## config.mk

```make
export PLATFORM = sky130hd
export DESIGN_NAME = multi_slot_interval_timer_unit
export DESIGN_NICKNAME = d
export VERILOG_FILES = /design/src/rtl/msit_pkg.sv /design/src/rtl/msit_slot_unit.sv /design/src/rtl/multi_slot_interval_timer_unit.sv
export VERILOG_INCLUDE_DIRS = /design/src /design/src/rtl
export SDC_FILE = /design/constraint.sdc
export NUM_CORES = 1
export LEC_CHECK = 0
export ABC_AREA = 1
export BUFFER_PORTS_ARGS = -buffer_cell sky130_fd_sc_hd__buf_2
export CORE_MARGIN = 1.5
export CORE_UTILIZATION = 30
export DETAILED_ROUTE_END_ITERATION = 8
export GPL_ROUTABILITY_DRIVEN = 1
export PLACE_DENSITY = 0.49
export SYNTH_ARGS = -nofsm -noshare
export SYNTH_HDL_FRONTEND = slang
export SYNTH_SLANG_ARGS = --single-unit
```

## constraint.sdc

```tcl
create_clock -name clk -period 8.35 [get_ports clk]
set_input_delay 0.835 -clock clk [delete_from_list [all_inputs] [get_ports clk]]
set_output_delay 0.835 -clock clk [all_outputs]
set_load 0.005 [all_outputs]
```

## src/rtl/multi_slot_interval_timer_unit_macros.svh

```systemverilog
`ifndef MULTI_SLOT_INTERVAL_TIMER_UNIT_MACROS_SVH
`define MULTI_SLOT_INTERVAL_TIMER_UNIT_MACROS_SVH

// Same-cycle implication, disabled in reset
`define MSIT_ASSERT_NOW(label, clk, rst, ante, cons, msg) \
  label: assert property (@(posedge clk) disable iff (rst) (ante) |-> (cons)) else $error(msg);

// Next-cycle implication, disabled in reset
`define MSIT_ASSERT_NEXT(label, clk, rst, ante, cons, msg) \
  label: assert property (@(posedge clk) disable iff (rst) (ante) |=> (cons)) else $error(msg);

`endif

```

## src/rtl/msit_pkg.sv

```systemverilog
`timescale 1ns / 1ps

package msit_pkg;

  localparam int NUM_SLOTS  = 8;
  localparam int SLOT_W     = (NUM_SLOTS > 1) ? $clog2(NUM_SLOTS) : 1;
  localparam int OP_W       = 3;
  localparam int IDX_W      = 3;
  localparam int PERIOD_W   = 31;
  localparam int LIMIT_W    = 16;
  localparam int TIME_W     = 32;
  localparam int STATUS_W   = 2;
  localparam int MASK_W     = 8;

  typedef enum logic [OP_W-1:0] {
    OP_TICK    = 3'd0,
    OP_SET     = 3'd1,
    OP_DELETE  = 3'd2,
    OP_RESTART = 3'd3,
    OP_ENABLE  = 3'd4,
    OP_DISABLE = 3'd5,
    OP_TOGGLE  = 3'd6,
    OP_QUERY   = 3'd7
  } op_t;

  typedef enum logic [STATUS_W-1:0] {
    ST_OK      = 2'd0,
    ST_FULL    = 2'd1,
    ST_BADSLOT = 2'd2
  } status_t;

  // Outcome of evaluating one slot on a tick
  typedef struct packed {
    logic                due;
    logic                fires;
    logic                last_run;
    logic [TIME_W-1:0]   base_next;
    logic [LIMIT_W-1:0]  count_next;
  } slot_eval_t;

endpackage

```

## src/rtl/msit_slot_unit.sv

```systemverilog
`timescale 1ns / 1ps

// Shared slot evaluator: elapsed-time compare, base advance, run count
module msit_slot_unit (
  input  logic [msit_pkg::TIME_W-1:0]   now,
  input  logic [msit_pkg::TIME_W-1:0]   base,
  input  logic [msit_pkg::PERIOD_W-1:0] period,
  input  logic                          used,
  input  logic                          enabled,
  input  logic [msit_pkg::LIMIT_W-1:0]  run_count,
  input  logic [msit_pkg::LIMIT_W-1:0]  run_limit,
  output msit_pkg::slot_eval_t          ev
);
  import msit_pkg::*;

  logic [TIME_W-1:0]  elapsed;
  logic [TIME_W-1:0]  period_ext;
  logic               limited;
  logic [LIMIT_W-1:0] count_inc;

  assign period_ext = {1'b0, period};
  // wrapping elapsed time since the base
  assign elapsed    = now - base;
  assign limited    = (run_limit != '0);
  assign count_inc  = run_count + LIMIT_W'(1);

  always_comb begin
    ev            = '0;
    ev.due        = used && (elapsed >= period_ext);
    ev.base_next  = base + period_ext;
    ev.fires      = ev.due && enabled && (!limited || (run_count < run_limit));
    ev.count_next = (ev.fires && limited) ? count_inc : run_count;
    ev.last_run   = ev.fires && limited && (count_inc >= run_limit);
  end

endmodule

```

## src/rtl/multi_slot_interval_timer_unit.sv

```systemverilog
`timescale 1ns / 1ps
// Bank of NUM_SLOTS interval timers. Raise start with an operation, a slot
// index, a period, a run limit and the current time; the beat is taken on
// the edge where busy is low. A tick or a set walks the slots one per cycle
// through a single shared evaluation unit: a tick visits every slot, a set
// stops at the first free slot, which it claims (or visits every slot when
// the bank is full), and every other operation passes the command state.
// The result is shown for exactly one cycle with done high and cannot be
// held off, so capture it on that edge; busy is already low then and a new
// start may be given in the same cycle.
`include "multi_slot_interval_timer_unit_macros.svh"

module multi_slot_interval_timer_unit (
  input  logic                          clk,
  input  logic                          rst,
  input  logic                          start,
  output logic                          busy,
  input  logic [msit_pkg::OP_W-1:0]     operation,
  input  logic [msit_pkg::IDX_W-1:0]    slot_index,
  input  logic [msit_pkg::PERIOD_W-1:0] period,
  input  logic [msit_pkg::LIMIT_W-1:0]  run_limit_in,
  input  logic [msit_pkg::TIME_W-1:0]   now,
  output logic                          done,
  output logic [msit_pkg::STATUS_W-1:0] status,
  output logic [msit_pkg::IDX_W-1:0]    slot_out,
  output logic                          enabled_flag,
  output logic [msit_pkg::MASK_W-1:0]   fire_mask,
  output logic [msit_pkg::MASK_W-1:0]   freed_mask
);
  import msit_pkg::*;

  typedef enum logic [2:0] {
    S_IDLE = 3'b001,
    S_WALK = 3'b010,
    S_CMD  = 3'b100
  } state_t;

  state_t state;

  // slot store
  logic [NUM_SLOTS-1:0] used;
  logic [NUM_SLOTS-1:0] enabled;
  logic [PERIOD_W-1:0]  period_mem [NUM_SLOTS];
  logic [LIMIT_W-1:0]   count_mem  [NUM_SLOTS];
  logic [LIMIT_W-1:0]   limit_mem  [NUM_SLOTS];
  logic [TIME_W-1:0]    base_mem   [NUM_SLOTS];

  // latched command beat
  logic [OP_W-1:0]      op_q;
  logic [IDX_W-1:0]     idx_q;
  logic [PERIOD_W-1:0]  period_q;
  logic [LIMIT_W-1:0]   limit_q;
  logic [TIME_W-1:0]    now_q;

  logic [SLOT_W-1:0]    cnt;
  logic [MASK_W-1:0]    fire_acc, fire_acc_next;
  logic [MASK_W-1:0]    freed_acc, freed_acc_next;
  logic [MASK_W-1:0]    cnt_bit;

  slot_eval_t           ev;
  logic                 accept, in_walk, in_cmd, is_tick;
  logic                 last, claim, walk_end, tick_upd;
  logic [SLOT_W-1:0]    idx_s;
  logic                 idx_ok, en_after;

  assign busy    = (state != S_IDLE);
  assign accept  = start && (state == S_IDLE);
  assign in_walk = (state == S_WALK);
  assign in_cmd  = (state == S_CMD);
  assign is_tick = (op_q == OP_TICK);

  // shared evaluator on the slot under the walk counter
  msit_slot_unit u_slot (
    .now       (now_q),
    .base      (base_mem[cnt]),
    .period    (period_mem[cnt]),
    .used      (used[cnt]),
    .enabled   (enabled[cnt]),
    .run_count (count_mem[cnt]),
    .run_limit (limit_mem[cnt]),
    .ev        (ev)
  );

  // walk control
  assign last     = (cnt == SLOT_W'(NUM_SLOTS - 1));
  assign claim    = in_walk && !is_tick && !used[cnt];
  assign walk_end = in_walk && (last || claim);
  assign tick_upd = in_walk && is_tick && ev.due;

  // mask accumulation; slots above the mask width shift out
  assign cnt_bit        = MASK_W'(1) << cnt;
  assign fire_acc_next  = fire_acc  | ((is_tick && ev.fires)    ? cnt_bit : '0);
  assign freed_acc_next = freed_acc | ((is_tick && ev.last_run) ? cnt_bit : '0);

  // addressed-slot check and resulting enable state
  assign idx_s  = SLOT_W'(idx_q);
  assign idx_ok = ({{(32-IDX_W){1'b0}}, idx_q} < 32'(NUM_SLOTS)) && used[idx_s];

  always_comb begin
    case (op_q)
      OP_DELETE:  en_after = 1'b0;
      OP_ENABLE:  en_after = 1'b1;
      OP_DISABLE: en_after = 1'b0;
      OP_TOGGLE:  en_after = !enabled[idx_s];
      default:    en_after = enabled[idx_s];
    endcase
  end

  // sequencer and slot flags
  always_ff @(posedge clk) begin
    if (rst) begin
      state   <= S_IDLE;
      done    <= 1'b0;
      cnt     <= '0;
      used    <= '0;
      enabled <= '0;
    end else begin
      done <= 1'b0;
      case (state)
        S_IDLE: begin
          cnt <= '0;
          if (start) begin
            if (operation == OP_TICK || operation == OP_SET) state <= S_WALK;
            else state <= S_CMD;
          end
        end
        S_WALK: begin
          cnt <= cnt + SLOT_W'(1);
          if (walk_end) begin
            state <= S_IDLE;
            done  <= 1'b1;
          end
        end
        S_CMD: begin
          state <= S_IDLE;
          done  <= 1'b1;
        end
        default: state <= S_IDLE;
      endcase

      if (claim) begin
        used[cnt]    <= 1'b1;
        enabled[cnt] <= 1'b1;
      end
      if (in_walk && is_tick && ev.last_run) begin
        used[cnt]    <= 1'b0;
        enabled[cnt] <= 1'b0;
      end
      if (in_cmd && idx_ok) begin
        enabled[idx_s] <= en_after;
        if (op_q == OP_DELETE) used[idx_s] <= 1'b0;
      end
    end
  end

  // datapath: beat capture, slot fields, result
  always_ff @(posedge clk) begin
    if (accept) begin
      op_q      <= operation;
      idx_q     <= slot_index;
      period_q  <= period;
      limit_q   <= run_limit_in;
      now_q     <= now;
      fire_acc  <= '0;
      freed_acc <= '0;
    end
    if (in_walk) begin
      fire_acc  <= fire_acc_next;
      freed_acc <= freed_acc_next;
    end

    if (tick_upd) begin
      base_mem[cnt]  <= ev.base_next;
      count_mem[cnt] <= ev.count_next;
    end
    if (claim) begin
      period_mem[cnt] <= period_q;
      limit_mem[cnt]  <= limit_q;
      count_mem[cnt]  <= '0;
      base_mem[cnt]   <= now_q;
    end
    if (in_cmd && idx_ok && op_q == OP_RESTART) base_mem[idx_s] <= now_q;

    if (walk_end) begin
      fire_mask    <= '0;
      freed_mask   <= '0;
      status       <= ST_OK;
      slot_out     <= '0;
      enabled_flag <= 1'b0;
      if (is_tick) begin
        fire_mask  <= fire_acc_next;
        freed_mask <= freed_acc_next;
      end else if (claim) begin
        slot_out     <= IDX_W'(cnt);
        enabled_flag <= 1'b1;
      end else begin
        status <= ST_FULL;
      end
    end
    if (in_cmd) begin
      fire_mask    <= '0;
      freed_mask   <= '0;
      slot_out     <= idx_q;
      status       <= idx_ok ? ST_OK : ST_BADSLOT;
      enabled_flag <= idx_ok && en_after;
    end
  end

  // checks
  `MSIT_ASSERT_NOW(a_done_idle, clk, rst, done, !busy, "result strobe while busy")
  `MSIT_ASSERT_NEXT(a_done_pulse, clk, rst, done, !done, "result strobe longer than one cycle")
  `MSIT_ASSERT_NOW(a_freed_fired, clk, rst, done, (freed_mask & ~fire_mask) == '0,
                   "slot freed without a last run")
  `MSIT_ASSERT_NEXT(a_accept_busy, clk, rst, accept, busy, "accepted beat did not raise busy")

endmodule

```

Yosys cells after proc, flatten, opt, wreduce, memory -nomap -nowiden
Memory sizes are Yosys's and may differ from the RTL's. A register that Yosys moved wholly into a read port is not among the register bits.
Index checks and enable logic that the tools add are counted.
{"block": "op_classes", "n_reduce_logical": 35, "add_sub_neg": 4, "muxes": 71, "n_shift": 1, "n_eq_ne": 13, "bitwise_logic": 11, "n_lt_le_gt_ge": 7}
{"cell": "$mux 8", "n": 18}
{"cell": "$mux 32", "n": 2}
{"cell": "$mux 3", "n": 16}
{"cell": "$add 32x31->32", "n": 1}
{"cell": "$ge 32x31->1", "n": 1}
{"cell": "$mux 16", "n": 2}
{"cell": "$or 8x8->8", "n": 4}
{"cell": "$reduce_or 32->1", "n": 1}
{"cell": "$sub 32x32->32", "n": 1}
{"cell": "$and 8x8->8", "n": 3}
{"cell": "$logic_and 1x1->1", "n": 19}
{"cell": "$mux 1", "n": 19}
{"cell": "$add 16x1->16 const B", "n": 1}
{"cell": "$ge 16x16->1", "n": 1}
{"cell": "$lt 16x16->1", "n": 1}
{"cell": "$not 8->8", "n": 2}
{"cell": "$reduce_bool 16->1", "n": 1}
{"cell": "$eq 3x3->1 const B", "n": 5}
{"cell": "$bmux 1 s3", "n": 4}
{"cell": "$pmux 3 s2", "n": 2}
{"cell": "$eq 3x2->1 const B", "n": 3}
{"cell": "$bwmux 8", "n": 1}
{"cell": "$lt 3x4->1 const B", "n": 2}
{"cell": "$shl 1x3->8 const A", "n": 1}
{"cell": "17 further kinds", "n": 31}
{"block": "totals", "register_bits": 146, "mem_count": 4, "inputBits": 88, "ramBits": 760, "wordCells": 163}
{"name": "base_mem", "words": 8, "width": 32, "rd": 1, "rd_clocked_by_memory_dff": 1, "wr": 1, "line": "multi_slot_interval_timer_unit.sv:46", "rtl": "logic [TIME_W-1:0] base_mem [NUM_SLOTS];"}
{"name": "period_mem", "words": 8, "width": 31, "rd": 1, "rd_clocked_by_memory_dff": 1, "wr": 1, "line": "multi_slot_interval_timer_unit.sv:43", "rtl": "logic [PERIOD_W-1:0] period_mem [NUM_SLOTS];"}
{"name": "count_mem", "words": 8, "width": 16, "rd": 1, "rd_clocked_by_memory_dff": 1, "wr": 1, "line": "multi_slot_interval_timer_unit.sv:44", "rtl": "logic [LIMIT_W-1:0] count_mem [NUM_SLOTS];"}
{"name": "limit_mem", "words": 8, "width": 16, "rd": 1, "rd_clocked_by_memory_dff": 1, "wr": 1, "line": "multi_slot_interval_timer_unit.sv:45", "rtl": "logic [LIMIT_W-1:0] limit_mem [NUM_SLOTS];"}

Longest topological paths before layout
{"block": "depth", "word_depth": 13, "depth_mapped": 41, "ltp_nobuf": 32}

Hierarchy
From an unflattened synthesis, not the netlist that was laid out.
{"block": "unflattened", "hier_cells": 3748, "area_unflattened_um2": 41639.9}
{"module": "multi_slot_interval_timer_unit", "cells_each": 2886, "instances": 1, "area_per_inst_um2": 36202.2, "seq_area_each_um2": 26875.8}
{"module": "msit_slot_unit", "cells_each": 862, "instances": 1, "area_per_inst_um2": 5437.7, "seq_area_each_um2": 0.0}

Least setup slack after synthesis
No wires, ideal clock.
{"block": "synth_path", "path_type": "reg-to-reg", "startpoint": "register (tool-made name)", "endpoint": "memory base_mem[4][0], enable pin", "path_slack_ns": 0.541, "period_less_slack_ns": 7.809, "arrival_time_ns": 7.348, "required_ns": 7.889, "path_stages_with_launch": 39, "path_buffers": 9, "path_cell_list": "dfxtp_1 buf_6 buf_6 buf_8 buf_8 buf_6 buf_6 buf_4 buf_2 clkbuf_1 nor2_1 nor2_1 o21ai_0 a31oi_1 ha_1 inv_1 fa_1 nand3_1 [3 not listed] a21oi_1 o21ai_0 a21boi_0 o21ai_0 xor2_1 ha_1 inv_1 nor3_1 a211oi_1 nand2_1 nand2_1 nand2_1 nand2_1 a21boi_1 nand2_1 nand2_1 inv_1 nor3_1"}
{"item": "end, declared", "line": "multi_slot_interval_timer_unit.sv:46"}

==> results.txt <==
Total of max-cap violations = 0
Setup WS post-layout = 823 ps
Die width = 372 um
Pwr Density = 210 nW/um^2
Largest net degree at the start of global routing = 140
Hold Vio Cnt, Final = 0
Static Leakage = 17.1 nW
Number of synthesized flops with an enable pin = 867
Core Area = 135000 um^2
FF/Latch Area = 26900 um^2
Fin crit period = 7530 ps
Max-slew violations = 0
Post-CTS Setup Bufs = 0
Initial antenna violation count = 3
Sw frac = 0.219
Netlist cell types = 59
Reg2reg end = count_mem[0][0]$_DFFE_PP_
Vias in the first global route = 27000
Worst stage delay on the critical path = 710 ps
DP HPWL = 68.8 mm
Site Rows = 135
Hold buffer count at cts = 0
Final cell count without fillers = 5620
Die area = 138000 um^2
Layout Area Growth over Synthesis = 14.1%
Clock Pin Slew Worst Setup and Hold Paths = 60 ps
Post-synth ARST share = 0
Pwr Total = 9.77 mW
Initial DRC Count = 1780
Combinational share of power = 0.034
Most used cell, CP = nand2_1
Initial core utilization = 0.302
Clk_lat worst skew = 730 ps
Placer Congestion = 0.855
CTS Buf Count = 103
Post-Place Cells = 5431
Clock skew = 72.4 ps
Worst path slowest cell = dfxtp_4
Antenna viol nets, final = 0
CTS root buf = clkbuf_16
Syn Nets = 3872
Vias/cell = 4.86
Worst-margin pin slew = 1210 ps
Max Freq = 133 MHz
Sequential fraction of design power = 0.521
Clock power frac = 0.444
Cell Area, Synth = 40800 um^2
Layout cells sized above 1 = 0.0998
Min-Delay Path Class = input port to register
H-tree Lvls = 3
Setup-failing EPs final = 0
Final TNS setup = 0 ps
Pre-Repair DR Iteration Count = 6
P_sw = 2.14 mW
Grt total ovfl = 0
Fillers = 13500
Top-Level Pins = 112
Pre-CTS setup slack = 877 ps
Setup crit end kind = register
Slew headroom = 0.186
Most frequent cells in the layout = edfxtp_1 (867), nor2_1 (590), o21ai_0 (473), nand2_1 (399), inv_1 (283)
Final WL = 111 mm
Worst hold start = run_limit_in[5]
Via count = 27300
Flop-to-flop setup slack = 820 ps
DR DRC count = 0
Die height = 372 um
Status = complete, no violations
Hold Path Depth = 1
Clock Sinks = 909
Primary FF master, synth = edfxtp_1
RSZ-0062 raised after global routing = false
First-pass GRT wire length = 168 mm
Most common cell after layout, fill and taps aside = edfxtp_1
Wire per inst = 19.7 um
Cell count after synthesis = 3649
Port Buffers = 111
CTS tree = done
Int Power = 7.63 mW
Sequential cell area fraction in the yosys report = 0.658
Syn avg cell area = 11.2 um^2
Number of nets in the layout = 3978
CTS resizes = 0
Critical path class = register to register
Worst reg-to-reg path cell count = 29
Crit start category = register
CTS max path bufs = 3
Peak supply drop = 0.000146 V
Hold EP = limit_q[5]$_DFFE_PP_
Multi-input logic area = 12100 um^2
#FFs+latches synth = 909
Peak fanout along the critical path = 139
Crit share post-route = 0.901
Worst EP arrival = 7920 ps
GRT Util Overall = 0.159
Count of yosys warnings during synthesis = 0
CP required = 8740 ps
==> synth_stat cells (9+ instances only) <==
master	instances	share of area
inv_1	285	0.026
nand4_1	14	0.0021
a21oi_1	147	0.018
nor2_2	10	0.0015
clkbuf_1	87	0.0080
o21ai_0	473	0.058
dfxtp_1	42	0.021
buf_4	11	0.0020
buf_1	12	0.0011
nand2_1	400	0.037
edfxtp_1	867	0.64
nor2_1	597	0.055
buf_6	10	0.0028
xor2_1	36	0.0077
a31oi_1	9	0.0014
o21ai_1	54	0.0066
nor3_1	32	0.0039
o22ai_1	159	0.024
xnor2_1	27	0.0058
buf_2	44	0.0054
inv_2	15	0.0014
ha_1	133	0.041
nand3_1	82	0.010
==> metal layers <==
metal | up-vias | GRT usage | routed length, um
li1 | 13200 | - | -
met1 | 13400 | 0.218 | 51100
met2 | 603 | 0.262 | 52300
met3 | 159 | 0.0233 | 4570
met4 | 0 | 0.0437 | 2720
met5 | - | 0 | 0
==> flip-flops by register name (all words and copies together) (netlist names), 16 cells and up, named ones only <==
register    flops
base_mem      256
count_mem     128
limit_mem     128
limit_q        16
now_q          32
period_mem    248
period_q       31
==> power by group through the flow <==
stage / logic, mW / clock network [mW] / registers [mW]
global placement: 0.336 / 0 / 5.19
floorplan: 0.222 / 0 / 5.16
finish: 0.333 / 4.34 / 5.09
CTS: 0.339 / 4.45 / 5.09
global route: 0.381 / 4.60 / 5.10
detailed placement: 0.337 / 0 / 5.19
==> cells by family after synthesis <==
kind of cell	Yosys count	share of synthesized area
and+or+nand+nor	1162	0.115
AOI/OAI and AO/OA	909	0.123
buffers and inverters	469	0.0480
DFF	909	0.658
adders and majority gates	135	0.0417
muxes	2	0.000490
xor gates and xnor gates	63	0.0135
==> critical path: cells and delay by family (launching register included) <==
family	cells	cell delay [ps]
xor gates and xnor gates	1	150
DFF	1	710
AOI/OAI and AO/OA	13	3270
adders and majority gates	3	740
buffers and inverters	3	1190
and+or+nand+nor	9	1040
==> metrics by stage <==
stage	hold slack, ps	cell area, um^2	utilization
finish	291	46600	0.345
global route	237	46600	0.344
CTS	233	46600	0.344
detailed placement	445	43400	0.321
global placement	440	43400	0.321
floorplan	447	40800	-
==> area by class of cell <==
type / instances / area share
Clock inverter: 51 / 0.0105
Tap cell: 1781 / 0.0478
Clock buffer: 137 / 0.0585
Inverter: 302 / 0.0249
Timing Repair Buffer: 168 / 0.0219
Multi-Input combinational cell: 2271 / 0.260
Antenna cell: 1 / 0.0000537
Sequential cell: 909 / 0.577
==> worst max-delay path by stage <==
stage	from	end	slack (ps)
after floorplan	register	base_mem[4][0]$_DFFE_PP_	540
after global placement	register	count_mem[0][0]$_DFFE_PP_	1010
after detailed placement	register	base_mem[3][7]$_DFFE_PP_	880
after CTS	register	base_mem[6][7]$_DFFE_PP_	830
after global routing	register	count_mem[3][0]$_DFFE_PP_	150
final	register	count_mem[0][0]$_DFFE_PP_	820
(Power assumes the default switching activity.)
